`src/hdl/calendar_date_add_days_unit_defines.svh`:
```
// Assertion macros shared by the calendar date adder modules.
`ifndef CALENDAR_DATE_ADD_DAYS_UNIT_DEFINES_SVH
`define CALENDAR_DATE_ADD_DAYS_UNIT_DEFINES_SVH

// Same-cycle implication, checked out of reset.
`define CDAD_ASSERT_NOW(label, clk, rst_n, ante, cons, msg) \
  label: assert property (@(posedge clk) disable iff (!rst_n) (ante) |-> (cons)) else $error(msg);

// Next-cycle implication, checked out of reset.
`define CDAD_ASSERT_NEXT(label, clk, rst_n, ante, cons, msg) \
  label: assert property (@(posedge clk) disable iff (!rst_n) (ante) |=> (cons)) else $error(msg);

`endif

```
`src/hdl/cdad_pkg.sv`:
```
// Package: types, constants and calendar helper functions of the date adder.
`default_nettype none
package cdad_pkg;

  localparam int unsigned YearW  = 16;
  localparam int unsigned MonthW = 4;
  localparam int unsigned DayW   = 5;
  localparam int unsigned CountW = 16;

  localparam logic [YearW-1:0]  YearMax   = 16'hFFFF;
  localparam logic [MonthW-1:0] MonthJan  = 4'd1;
  localparam logic [MonthW-1:0] MonthFeb  = 4'd2;
  localparam logic [MonthW-1:0] MonthDec  = 4'd12;
  localparam logic [DayW-1:0]   DayFirst  = 5'd1;
  localparam logic [DayW-1:0]   DayLast   = 5'd31;
  localparam logic [DayW-1:0]   FebLeap   = 5'd29;
  localparam logic [DayW-1:0]   FebCommon = 5'd28;

  // Divisibility by 25 via the modular inverse: y*inv mod 2^16 <= floor(65535/25)
  localparam logic [YearW-1:0] Inv25   = 16'd23593;
  localparam logic [YearW-1:0] Lim25   = 16'd2621;

  localparam logic [DayW-1:0] MonthLenTab [12] = '{
    5'd31, 5'd28, 5'd31, 5'd30, 5'd31, 5'd30,
    5'd31, 5'd31, 5'd30, 5'd31, 5'd30, 5'd31
  };

  typedef enum logic [1:0] {
    STS_OK      = 2'd0,
    STS_BAD_SET = 2'd1,
    STS_OVF     = 2'd2
  } cdad_status_e;

  // Controller to datapath
  typedef struct packed {
    logic capture;    // latch the incoming word
    logic set_check;  // validate and load a set word
    logic add_step;   // consume one month of the count
    logic load_out;   // copy the date into the output register
  } cdad_cmd_t;

  // Datapath to controller
  typedef struct packed {
    logic step_done;  // the current add step finishes the item
  } cdad_sts_t;

  // Gregorian leap rule: divisible by 4 and not by 100, or by 400.
  // 100 = 4*25 and 400 = 16*25, so one divisibility test by 25 suffices.
  function automatic logic is_leap(input logic [YearW-1:0] y);
    logic [2*YearW-1:0] full;
    logic               div25;
    full  = (2*YearW)'(y) * (2*YearW)'(Inv25);
    div25 = (full[YearW-1:0] <= Lim25);
    return ((y[1:0] == 2'b00) && !div25) || ((y[3:0] == 4'b0000) && div25);
  endfunction

  function automatic logic [DayW-1:0] month_len(input logic [MonthW-1:0] m,
                                                input logic leap);
    logic [DayW-1:0] len;
    if (m == MonthFeb) begin
      len = leap ? FebLeap : FebCommon;
    end else if (m >= MonthJan && m <= MonthDec) begin
      len = MonthLenTab[4'(m - MonthJan)];
    end else begin
      len = DayLast;
    end
    return len;
  endfunction

endpackage
`default_nettype wire

```
`src/hdl/cdad_in_if.sv`:
```
// Input channel: one set or add word with valid/ready handshake.
`default_nettype none
interface cdad_in_if;
  logic        valid;
  logic        ready;
  logic        command;
  logic [15:0] new_year;
  logic [3:0]  new_month;
  logic [4:0]  new_day;
  logic [15:0] day_count;

  modport source (output valid, command, new_year, new_month, new_day, day_count,
                  input ready);
  modport sink   (input valid, command, new_year, new_month, new_day, day_count,
                  output ready);
endinterface
`default_nettype wire

```
`src/hdl/cdad_out_if.sv`:
```
// Output channel: current date and status word with valid/ready handshake.
`default_nettype none
interface cdad_out_if;
  logic        valid;
  logic        ready;
  logic [15:0] year;
  logic [3:0]  month;
  logic [4:0]  day;
  logic [1:0]  status;

  modport source (output valid, year, month, day, status, input ready);
  modport sink   (input valid, year, month, day, status, output ready);
endinterface
`default_nettype wire

```
`src/hdl/cdad_ctrl.sv`:
```
// Controller: sequences set checks and month-by-month add steps.
`default_nettype none
`include "calendar_date_add_days_unit_defines.svh"
module cdad_ctrl (
  input  wire logic              clk_i,
  input  wire logic              rst_ni,
  input  wire logic              in_valid_i,
  input  wire logic              in_command_i,
  output logic                   in_ready_o,
  output logic                   out_valid_o,
  input  wire logic              out_ready_i,
  output cdad_pkg::cdad_cmd_t    cmd_o,
  input  wire cdad_pkg::cdad_sts_t sts_i
);
  import cdad_pkg::*;

  typedef enum logic [2:0] {
    ST_IDLE,
    ST_SET_LEAP,
    ST_SET_CHECK,
    ST_ADD_STEP,
    ST_RESULT
  } state_e;

  state_e state_q;
  logic   out_valid_q;
  logic   accept;
  logic   out_free;

  assign in_ready_o  = (state_q == ST_IDLE);
  assign accept      = in_valid_i && in_ready_o;
  assign out_free    = !out_valid_q || out_ready_i;
  assign out_valid_o = out_valid_q;

  // Datapath commands decoded from state
  always_comb begin
    cmd_o           = '0;
    cmd_o.capture   = accept;
    cmd_o.set_check = (state_q == ST_SET_CHECK);
    cmd_o.add_step  = (state_q == ST_ADD_STEP);
    cmd_o.load_out  = (state_q == ST_RESULT) && out_free;
  end

  // State and output-valid register
  always_ff @(posedge clk_i or negedge rst_ni) begin
    if (!rst_ni) begin
      state_q     <= ST_IDLE;
      out_valid_q <= 1'b0;
    end else begin
      // raised as a result is loaded, dropped once the word is taken
      if ((state_q == ST_RESULT) && out_free) begin
        out_valid_q <= 1'b1;
      end else if (out_ready_i) begin
        out_valid_q <= 1'b0;
      end
      case (state_q)
        ST_IDLE: begin
          if (accept) begin
            state_q <= in_command_i ? ST_ADD_STEP : ST_SET_LEAP;
          end
        end
        ST_SET_LEAP: begin
          // leap flag of the new year settles here
          state_q <= ST_SET_CHECK;
        end
        ST_SET_CHECK: begin
          state_q <= ST_RESULT;
        end
        ST_ADD_STEP: begin
          if (sts_i.step_done) begin
            state_q <= ST_RESULT;
          end
        end
        ST_RESULT: begin
          if (out_free) begin
            state_q <= ST_IDLE;
          end
        end
        default: begin
          state_q <= ST_IDLE;
        end
      endcase
    end
  end

  `CDAD_ASSERT_NEXT(a_step_holds, clk_i, rst_ni,
                    (state_q == ST_ADD_STEP) && !sts_i.step_done,
                    state_q == ST_ADD_STEP, "add step left before done")
  `CDAD_ASSERT_NOW(a_load_free, clk_i, rst_ni, cmd_o.load_out,
                   !out_valid_q || out_ready_i, "output register overwritten")
  `CDAD_ASSERT_NEXT(a_result_issued, clk_i, rst_ni, (state_q == ST_RESULT) && out_free,
                    (state_q == ST_IDLE) && out_valid_q, "result word not issued")

endmodule
`default_nettype wire

```
`src/hdl/cdad_dpath.sv`:
```
// Datapath: date registers, leap flags, month-length table and output register.
`default_nettype none
`include "calendar_date_add_days_unit_defines.svh"
module cdad_dpath (
  input  wire logic                 clk_i,
  input  wire logic                 rst_ni,
  input  wire cdad_pkg::cdad_cmd_t  cmd_i,
  output cdad_pkg::cdad_sts_t       sts_o,
  input  wire logic [15:0]          new_year_i,
  input  wire logic [3:0]           new_month_i,
  input  wire logic [4:0]           new_day_i,
  input  wire logic [15:0]          day_count_i,
  output logic [15:0]               year_o,
  output logic [3:0]                month_o,
  output logic [4:0]                day_o,
  output logic [1:0]                status_o
);
  import cdad_pkg::*;

  // Captured word
  logic [YearW-1:0]  item_year_q;
  logic [MonthW-1:0] item_month_q;
  logic [DayW-1:0]   item_day_q;

  // Current date and working count
  logic [YearW-1:0]  cur_year_q,  cur_year_d;
  logic [MonthW-1:0] cur_month_q, cur_month_d;
  logic [DayW-1:0]   cur_day_q,   cur_day_d;
  logic [CountW-1:0] left_q,      left_d;
  cdad_status_e      status_q,    status_d;

  // Leap flags: current year, following year, and the word's year
  logic leap_cur_q, leap_cur_d;
  logic leap_nxt_q;
  logic leap_new_q;

  // Output register
  logic [YearW-1:0]  out_year_q;
  logic [MonthW-1:0] out_month_q;
  logic [DayW-1:0]   out_day_q;
  cdad_status_e      out_status_q;

  logic [DayW-1:0]   len;
  logic [CountW:0]   sum;
  logic              fits;
  logic              at_end;
  logic [DayW-1:0]   span;
  logic [DayW-1:0]   new_len;
  logic              set_ok;

  // One month of the add
  assign len    = month_len(cur_month_q, leap_cur_q);
  assign sum    = (CountW+1)'(cur_day_q) + (CountW+1)'(left_q);
  assign fits   = (sum <= (CountW+1)'(len));
  assign at_end = (cur_month_q == MonthDec) && (cur_year_q == YearMax);
  assign span   = DayW'(len - cur_day_q) + DayFirst;

  assign sts_o.step_done = fits || at_end;

  // Set word check against the new year's calendar
  assign new_len = month_len(item_month_q, leap_new_q);
  always_comb begin
    set_ok = (item_month_q inside {[MonthJan:MonthDec]}) &&
             (item_day_q != '0) && (item_day_q <= new_len);
  end

  // Next state of the date
  always_comb begin
    cur_year_d  = cur_year_q;
    cur_month_d = cur_month_q;
    cur_day_d   = cur_day_q;
    left_d      = left_q;
    status_d    = status_q;
    leap_cur_d  = leap_cur_q;
    if (cmd_i.capture) begin
      left_d   = day_count_i;
      status_d = STS_OK;
    end else if (cmd_i.set_check) begin
      if (set_ok) begin
        cur_year_d  = item_year_q;
        cur_month_d = item_month_q;
        cur_day_d   = item_day_q;
        leap_cur_d  = leap_new_q;
      end else begin
        status_d = STS_BAD_SET;
      end
    end else if (cmd_i.add_step) begin
      if (fits) begin
        cur_day_d = sum[DayW-1:0];
      end else begin
        left_d    = left_q - CountW'(span);
        cur_day_d = DayFirst;
        if (cur_month_q == MonthDec) begin
          if (cur_year_q == YearMax) begin
            // saturate at the last representable date
            cur_day_d = DayLast;
            status_d  = STS_OVF;
          end else begin
            cur_year_d  = cur_year_q + 1'b1;
            cur_month_d = MonthJan;
            leap_cur_d  = leap_nxt_q;
          end
        end else begin
          cur_month_d = cur_month_q + 1'b1;
        end
      end
    end
  end

  // Date and flag registers
  always_ff @(posedge clk_i or negedge rst_ni) begin
    if (!rst_ni) begin
      cur_year_q  <= YearW'(1);
      cur_month_q <= MonthJan;
      cur_day_q   <= DayFirst;
      leap_cur_q  <= 1'b0;
      leap_nxt_q  <= 1'b0;
      status_q    <= STS_OK;
    end else begin
      cur_year_q  <= cur_year_d;
      cur_month_q <= cur_month_d;
      cur_day_q   <= cur_day_d;
      leap_cur_q  <= leap_cur_d;
      status_q    <= status_d;
      // next year's flag, ready long before the year rolls over
      leap_nxt_q  <= is_leap(cur_year_q + 1'b1);
    end
  end

  // Word capture, working count and output register
  always_ff @(posedge clk_i) begin
    left_q     <= left_d;
    leap_new_q <= is_leap(item_year_q);
    if (cmd_i.capture) begin
      item_year_q  <= new_year_i;
      item_month_q <= new_month_i;
      item_day_q   <= new_day_i;
    end
    if (cmd_i.load_out) begin
      out_year_q   <= cur_year_q;
      out_month_q  <= cur_month_q;
      out_day_q    <= cur_day_q;
      out_status_q <= status_q;
    end
  end

  assign year_o   = out_year_q;
  assign month_o  = out_month_q;
  assign day_o    = out_day_q;
  assign status_o = out_status_q;

  `CDAD_ASSERT_NOW(a_date_valid, clk_i, rst_ni, 1'b1, (cur_month_q >= MonthJan) && (cur_month_q <= MonthDec) && (cur_day_q != '0) && (cur_day_q <= month_len(cur_month_q, leap_cur_q)), "held date out of range")
  `CDAD_ASSERT_NOW(a_leap_track, clk_i, rst_ni, 1'b1, leap_cur_q == is_leap(cur_year_q), "leap flag out of step with year")
  `CDAD_ASSERT_NOW(a_sat_date, clk_i, rst_ni, status_q == STS_OVF, (cur_year_q == YearMax) && (cur_month_q == MonthDec) && (cur_day_q == DayLast), "overflow without saturated date")

endmodule
`default_nettype wire

```
`src/hdl/calendar_date_add_days_unit.sv`:
```
// Top level of the calendar date adder: controller, datapath and channel wiring.
//
// Usage: words arrive on req_i (valid/ready). command 0 loads new_year,
// new_month and new_day after a Gregorian range check; command 1 advances
// the held date by day_count days. Each accepted word yields exactly one
// word on rsp_o: the date after the operation and a status (0 ok, 1 set
// refused and date kept, 2 add saturated at 65535-12-31).
// A set passes a leap state and a check state before its result is
// loaded. An add walks one month per cycle through the month-length
// table; 65535 days cross at most about 2154 months.
// A new word is taken once the previous one has reached the output
// register; that register holds a result while rsp_o is stalled, so the
// next word is accepted and worked on, and the block waits only when a
// second result is ready before the first has been taken.
// Reset (asynchronous, active low) sets the date to 0001-01-01, clears
// rsp_o valid and returns the controller to idle, ready for a word.
`default_nettype none
module calendar_date_add_days_unit (
  input  wire logic clk_i,
  input  wire logic rst_ni,
  cdad_in_if.sink   req_i,
  cdad_out_if.source rsp_o
);
  import cdad_pkg::*;

  cdad_cmd_t cmd;
  cdad_sts_t sts;

  cdad_ctrl u_ctrl (
    .clk_i        (clk_i),
    .rst_ni       (rst_ni),
    .in_valid_i   (req_i.valid),
    .in_command_i (req_i.command),
    .in_ready_o   (req_i.ready),
    .out_valid_o  (rsp_o.valid),
    .out_ready_i  (rsp_o.ready),
    .cmd_o        (cmd),
    .sts_i        (sts)
  );

  cdad_dpath u_dpath (
    .clk_i       (clk_i),
    .rst_ni      (rst_ni),
    .cmd_i       (cmd),
    .sts_o       (sts),
    .new_year_i  (req_i.new_year),
    .new_month_i (req_i.new_month),
    .new_day_i   (req_i.new_day),
    .day_count_i (req_i.day_count),
    .year_o      (rsp_o.year),
    .month_o     (rsp_o.month),
    .day_o       (rsp_o.day),
    .status_o    (rsp_o.status)
  );

endmodule
`default_nettype wire

```
`src/flat_wrapper.sv`:
```
// flat-port wrapper written by rule: the top's interface ports become plain ports
module calendar_date_add_days_unit_flat import cdad_pkg::*;
  (clk_i, rst_ni, req_i_valid, req_i_command, req_i_new_year, req_i_new_month, req_i_new_day, req_i_day_count, req_i_ready, rsp_o_valid, rsp_o_year, rsp_o_month, rsp_o_day, rsp_o_status, rsp_o_ready);
  cdad_in_if req_i_i ();
  cdad_out_if rsp_o_i ();
  input  wire logic clk_i;
  input  wire logic rst_ni;
  input wire logic [$bits(req_i_i.valid)-1:0] req_i_valid;
  input wire logic [$bits(req_i_i.command)-1:0] req_i_command;
  input wire logic [$bits(req_i_i.new_year)-1:0] req_i_new_year;
  input wire logic [$bits(req_i_i.new_month)-1:0] req_i_new_month;
  input wire logic [$bits(req_i_i.new_day)-1:0] req_i_new_day;
  input wire logic [$bits(req_i_i.day_count)-1:0] req_i_day_count;
  output wire logic [$bits(req_i_i.ready)-1:0] req_i_ready;
  output wire logic [$bits(rsp_o_i.valid)-1:0] rsp_o_valid;
  output wire logic [$bits(rsp_o_i.year)-1:0] rsp_o_year;
  output wire logic [$bits(rsp_o_i.month)-1:0] rsp_o_month;
  output wire logic [$bits(rsp_o_i.day)-1:0] rsp_o_day;
  output wire logic [$bits(rsp_o_i.status)-1:0] rsp_o_status;
  input wire logic [$bits(rsp_o_i.ready)-1:0] rsp_o_ready;
  assign req_i_i.valid = req_i_valid;
  assign req_i_i.command = req_i_command;
  assign req_i_i.new_year = req_i_new_year;
  assign req_i_i.new_month = req_i_new_month;
  assign req_i_i.new_day = req_i_new_day;
  assign req_i_i.day_count = req_i_day_count;
  assign req_i_ready = req_i_i.ready;
  assign rsp_o_valid = rsp_o_i.valid;
  assign rsp_o_year = rsp_o_i.year;
  assign rsp_o_month = rsp_o_i.month;
  assign rsp_o_day = rsp_o_i.day;
  assign rsp_o_status = rsp_o_i.status;
  assign rsp_o_i.ready = rsp_o_ready;
  calendar_date_add_days_unit u_core (.clk_i(clk_i), .rst_ni(rst_ni), .req_i(req_i_i), .rsp_o(rsp_o_i));
endmodule
```
`config.mk`:
```
export PLATFORM = sky130hd
export DESIGN_NAME = calendar_date_add_days_unit_flat
export DESIGN_NICKNAME = d
export VERILOG_FILES = /design/src/hdl/cdad_pkg.sv /design/src/hdl/cdad_in_if.sv /design/src/hdl/cdad_out_if.sv /design/src/hdl/cdad_ctrl.sv /design/src/hdl/cdad_dpath.sv /design/src/hdl/calendar_date_add_days_unit.sv /design/src/flat_wrapper.sv
export VERILOG_INCLUDE_DIRS = /design/src /design/src/hdl
export SDC_FILE = /design/constraint.sdc
export NUM_CORES = 1
export LEC_CHECK = 0
export BUFFER_PORTS_ARGS = -buffer_cell sky130_fd_sc_hd__buf_2
export CAP_MARGIN = 15
export CORE_MARGIN = 1
export CORE_UTILIZATION = 42
export CTS_BUF_LIST = sky130_fd_sc_hd__clkbuf_8
export DETAILED_ROUTE_END_ITERATION = 16
export HOLD_SLACK_MARGIN = 0.02
export PLACE_DENSITY = 0.56
export SYNTH_ARGS = -nofsm -noshare
export SYNTH_HDL_FRONTEND = slang
export SYNTH_SLANG_ARGS = --single-unit
export TNS_END_PERCENT = 1
```
`constraint.sdc`:
```
create_clock -name clk_i -period 7.3 [get_ports clk_i]
set_input_delay 0.73 -clock clk_i [delete_from_list [all_inputs] [get_ports clk_i]]
set_output_delay 0.73 -clock clk_i [all_outputs]
set_load 0.01 [all_outputs]
```
Word level (Yosys, flattened, before mapping)
Memories as Yosys holds them, arrays and structs flattened.
Index checks and enable logic that the tools add are counted.
Cells by class
  magnitude comparators: 10
  multiplexer cells: 52
  reduce and logical (&&, ||, !) cells: 37
  bitwise logic cells: 3
  equality and inequality tests: 19
  $add $sub $neg: 8
  multiply operators: 2
Operators by type and width (number)
  16-bit two-way mux: 10
  5-bit two-way mux: 14
  16-bit by 12-bit less-or-equal comparator with 1-bit output, second input constant: 2
  16-bit by 15-bit multiplier with 16-bit output, second input constant: 2
  4-bit two-way mux: 6
  5-bit by 16-bit adder with 17-bit output: 1
  17-bit by 5-bit less-or-equal comparator with 1-bit output: 1
  16-bit by 1-bit adder with 16-bit output, second input constant: 1
  16-bit equality test, second input constant: 1
  2-bit two-way mux: 8
  16-bit by 5-bit subtractor with 16-bit output: 1
  3-bit one-hot mux with 5 select lines: 1
  1-bit logical AND: 11
  5-bit >= comparator, second input constant: 2
  1-bit two-way mux: 10
  4-bit inverter with 5-bit output: 2
  5-bit AND reduction: 2
  3-bit two-way mux: 3
  3-bit AND reduction: 3
  3-bit nonzero test: 3
  4-bit by 2-bit equality test with 1-bit output, second input constant: 2
  4-bit by 1-bit >= comparator with 1-bit output, second input constant: 2
  4-bit less-or-equal comparator, second input constant: 2
  4-bit zero test: 2
  other kinds (22): 39
Storage, ports and cells
  ROM bits: 160
  bits in registers: 102
  logic and storage cells: 150
  memories kept: 2
  input port bits: 46
Memory list
  (name not given): words 16, width 5, read ports 1, clocked after memory_dff 0, write ports 0, RTL line cdad_pkg.sv:63  | len = MonthLenTab[4'(m - MonthJan)];
  (name not given): words 16, width 5, read ports 1, clocked after memory_dff 0, write ports 0, RTL line cdad_pkg.sv:63

Longest topological paths before layout
  depth after elaboration: 14
  gate-level depth with buffers: 23
  mapped depth without buffers: 23

By module
From an unflattened synthesis, not the netlist that was laid out.
Unflattened totals
  cells, all modules: 903
  area total of the unflattened synthesis: 9135.0 um^2
By module, submodules not included
  cdad_dpath: area an instance 8916.1 um^2, sequential area each 2791.4 um^2, times used 1, cells each 881
  cdad_ctrl: area an instance 219.0 um^2, sequential area each 100.1 um^2, times used 1, cells each 22

Worst setup path before layout
Ideal clock, no wire load.
  path type: register -> register
  start point: reg u_core.u_dpath.cur_year_q[0]
  end point: reg u_core.u_dpath.leap_nxt_q
  slack: 1772 ps
  path buffers: 0
  data arrival time: 5404 ps
  clock period less this slack: 5528 ps
  cell stages (with the launch flop): 21
  cells stage by stage: dfstp_2 inv_1 nor3_2 nand3_1 nor2_1 xnor2_1 inv_1 ha_1 inv_1 fa_1 inv_1 ha_1 ha_1 fa_1 ha_1 ha_1 o21a_1 nor2_1 xnor2_1 or4_1 o31a_1
Between the ends
  cells in the longest elaborated chain, start to end: 6
  elaborated cells between the ends (all ways): 9
  classes of those cells: add/sub: 1; mul: 1; order compare: 1; reduce/logical: 6
RTL lines
  start, declared: RTL line cdad_dpath.sv:26  | logic [YearW-1:0] cur_year_q, cur_year_d;
  start signal, assigned: RTL line cdad_dpath.sv:113  | cur_year_q <= YearW'(1);
  start signal, assigned: RTL line cdad_dpath.sv:120  | cur_year_q <= cur_year_d;
  16-bit by 1-bit adder with 16-bit output (*): RTL line cdad_dpath.sv:126  | leap_nxt_q <= is_leap(cur_year_q + 1'b1);
  16-bit by 15-bit multiplier with 16-bit output: RTL line cdad_pkg.sv:52  | full = (2*YearW)'(y) * (2*YearW)'(Inv25);
  16-bit by 12-bit less-or-equal comparator with 1-bit output: RTL line cdad_pkg.sv:53  | div25 = (full[YearW-1:0] <= Lim25);
  1-bit zero test: RTL line cdad_pkg.sv:54  | return ((y[1:0] == 2'b00) && !div25) || ((y[3:0] == 4'b0000) && div25);
  1-bit logical AND: RTL line cdad_pkg.sv:54
  1-bit logical OR (*): RTL line cdad_pkg.sv:54
  end signal, assigned: RTL line cdad_dpath.sv:126
  end, declared: RTL line cdad_dpath.sv:34  | logic leap_nxt_q;
Every way passes the cells marked *; elsewhere a longest branch is shown, timed or not.
A chain may end at the register's enable or synchronous reset.

Final worst setup path
Same ends and word-level chain as after synthesis.

==> flow_metrics.py <==
metrics = {
    "placement": {
        "gp_congestion": 0.862,
        "place_ws_ps": 1350,
        "dpl.cell_count": 1212,
        "dp_hpwl_um": 15000,
        "port_buffers": 74,
    },
    "worst_hold_path": {
        "hp-class": "primary input to asynchronous set/reset pin",
    },
    "power_and_ir_drop": {
        "peakVddDrop_mv": 0.0974,
        "powerDensity_nw_per_um2": 105,
        "total_power_w": 0.00102,
        "p_leak_nw": 4.79,
    },
    "route": {
        "wirelength_um": 19000,
        "wl_per_cell_um": 15.5,
        "via_per_inst": 5.08,
        "dr.first_iter.drc_count": 311,
        "num_vias": 6236,
        "final_antenna_net_count": 0,
        "drc": 0,
        "drtPass1Iterations": 5,
    },
    "timing": {
        "setup_violations": 0,
        "period_needed_ps": 5960,
        "tightest_slew_ps": 776,
        "layout_setup_ws_ps": 1340,
        "tns_ps": 0,
        "fin_skew_ps": 15.9,
        "slew_violations": 0,
        "relSlewSlack_pct": 48.2,
        "fin_crit_sh_pct": 81.6,
        "rsz0062_at_grt": "no",
        "fmax_mhz": 168,
        "hold_viol": 0,
        "hold_ws_ps": 396,
    },
    "synth": {
        "synth-main-ff-cell": "edfxtp_1",
        "synth_seq_area_share_pct": 32.6,
        "async_flop_share_pct": 32.4,
        "synth_seq_cells": 102,
        "ys_types": 70,
        "synth_area_um2": 8870,
        "syn_avg_cell_area_um2": 10.0,
        "ys_warn_count": 0,
        "synth-edff-count": 68,
        "synthCells": 885,
        "synth_nets": 1117,
    },
    "setup_path": {
        "cp_max_fo": 10,
        "crit_arrival_ps": 6250,
        "critPathTopFamily": "adder cells",
        "path_buf_inv": 4,
        "critPathSlowestCell": "dfstp_2",
        "crit_path_frequent_cell": "ha_1",
        "worstPathCellList": "inv_1 > nor3_2 > nand3_1 > nor2_1 > xnor2_1 > inv_1 > ha_1 > inv_1 > fa_1 > inv_1 > ha_1 > ha_1 > fa_1 > ha_1 > ha_1 > o21a_1 > nor2_1 > xnor2_1 > or4_1 > o31a_1",
        "path_class": "flip-flop to flip-flop",
        "crit_required_ps": 7590,
        "cp-start-kind": "flip-flop",
        "endpoint_kind": "flip-flop",
        "cp_slowest_stage_delay_ps": 610,
    },
    "finish": {
        "drive_above_1_share_pct": 12.5,
        "instances_no_fill": 1228,
        "finalNetCount": 1185,
        "area_growth_pct": 9.82,
        "mostFrequentLayoutCells": "148 x inv_1, 148 x ha_1, 75 x nand2_1",
        "fill_cells": 1996,
        "diodes": 0,
    },
    "run_status": {
        "outcome": "completed",
    },
    "clock_tree": {
        "root_buffer": "clkbuf_8",
        "hold_buffers": 0,
        "postCtsResizedCells": 0,
        "cts.sinks": 102,
        "cts_tree": "built",
        "cts_made_buffers": 9,
        "htreeDepth": 3,
        "cts_setup_buffers": 0,
        "clock_path_buffers": 2,
        "clk_pin_slew_ps": 110,
        "insertion_delay_ps": 400,
    },
    "global_routing": {
        "antenna_found_initial": 0,
        "grt_pass1_wl_um": 31100,
        "grt_max_degree": 46,
        "grt_pass1_vias": 6008,
        "gr-total-overflow": 0,
        "grtUsageTotal_pct": 18.3,
    },
    "floorplan": {
        "io_pins": 75,
        "dieArea_um2": 21700,
        "die_h_um": 147,
        "start_util_pct": 43.3,
        "dieWidth_um": 147,
        "core_um2": 20500,
        "num_rows": 52,
    },
    "flow_run": {
        "max_cap_viol_count": 0,
    },
}
==> per-stage QoR <==
| stage | utilization [%] | instance area [µm²] |
|---|---|---|
| after CTS | 47.5 | 9740 |
| after detailed placement | 46.5 | 9520 |
| after global routing | 47.5 | 9740 |
| final | 47.5 | 9740 |
| after floorplan | - | 8870 |
| after global placement | 46.5 | 9520 |
==> worst paths after layout <==
path | startpoint | endpoint | slack [ps] | cells after the start
max in group asynchronous | rst_ni | u_core.u_dpath.cur_year_q[15] | 6400 | 1
max reg2reg | u_core.u_dpath.cur_year_q[0] | u_core.u_dpath.leap_nxt_q | 1340 | 20
min reg2reg | u_core.u_dpath.status_q[1] | u_core.u_dpath.status_o[1] | 460 | 0
min in group clk_i | u_core.u_dpath.status_q[1] | u_core.u_dpath.status_o[1] | 460 | 0
max | u_core.u_dpath.cur_year_q[0] | u_core.u_dpath.leap_nxt_q | 1340 | 20
min | rst_ni | u_core.u_ctrl.state_q[1] | 400 | 1
==> report_power, final <==
part | switching, W | internal, W | total, W | leakage (nW)
clock | 0.000227 | 0.000166 | 0.000393 | 0.105
sequential | 0.0000000000000000000103 | 0.000613 | 0.000613 | 1.11
combinational | 0.00000696 | 0.00000843 | 0.0000154 | 3.57
total | 0.000234 | 0.000787 | 0.00102 | 4.79
==> cells in the mapped netlist (3+ instances only) <==
cell | count | area [µm²]
o31ai_1 | 4 | 30.0
nor3_1 | 8 | 40.0
mux2_2 | 9 | 101
nor2b_1 | 3 | 18.8
a22o_1 | 5 | 43.8
o21a_1 | 3 | 22.5
o41ai_1 | 3 | 26.3
or4_1 | 6 | 45.0
dfrtp_1 | 30 | 751
o32ai_1 | 4 | 35.0
o22ai_1 | 3 | 18.8
a21oi_1 | 36 | 180
a21o_1 | 10 | 75.1
o21ai_0 | 42 | 210
ha_1 | 148 | 1850
mux2i_1 | 7 | 70.1
edfxtp_1 | 68 | 2040
xnor2_1 | 56 | 490
inv_1 | 149 | 559
dfstp_2 | 3 | 78.8
o21bai_1 | 5 | 37.5
nor2_1 | 42 | 158
nand3_1 | 19 | 95.1
nand2_1 | 75 | 282
xor2_1 | 19 | 166
fa_1 | 38 | 761
clkbuf_1 | 15 | 56.3
a22oi_1 | 3 | 22.5
a31oi_1 | 5 | 31.3
buf_2 | 5 | 25.0
nand2b_1 | 7 | 43.8
nand4_1 | 6 | 37.5
==> metal layers <==
layer	track usage (%)	routed length (µm)	vias to the layer above
li1	-	-	3158
met1	26.8	9850	2962
met2	28.4	8390	107
met3	3.04	659	9
met4	3.40	132	0
met5	0	0	-
==> layout make-up <==
class | instances | area, µm² | area share, %
sequential | 102 | 2890 | 29.7
inverter | 149 | 559 | 5.74
clock inverter | 7 | 91.3 | 0.938
multi-input combinational | 612 | 5330 | 54.7
clock buffer | 9 | 124 | 1.27
timing repair buffer | 79 | 408 | 4.19
tap | 270 | 338 | 3.47
==> state kept, by name, indices dropped and copies added (netlist names), 3 cells and up <==
register / cells
u_core.u_dpath.month_o: 4
u_core.u_dpath.year_o: 16
u_core.u_dpath.left_q: 16
u_core.u_dpath.item_day_q: 5
u_core.u_dpath.item_year_q: 16
u_core.u_dpath.item_month_q: 4
u_core.u_dpath.cur_day_q: 5
u_core.u_dpath.cur_month_q: 4
u_core.u_dpath.cur_year_q: 16
u_core.u_ctrl.state_q: 3
u_core.u_dpath.day_o: 5
==> logic make-up after synthesis <==
family,synth area share (%)
and+or+nand+nor,9.95
DFF,32.6
adders and majority gates,29.5
muxes,2.06
AOI/OAI and AO/OA,10.7
xor gates and xnor gates,7.84
buffers and inverters,7.35
(Power assumes the default switching activity.)
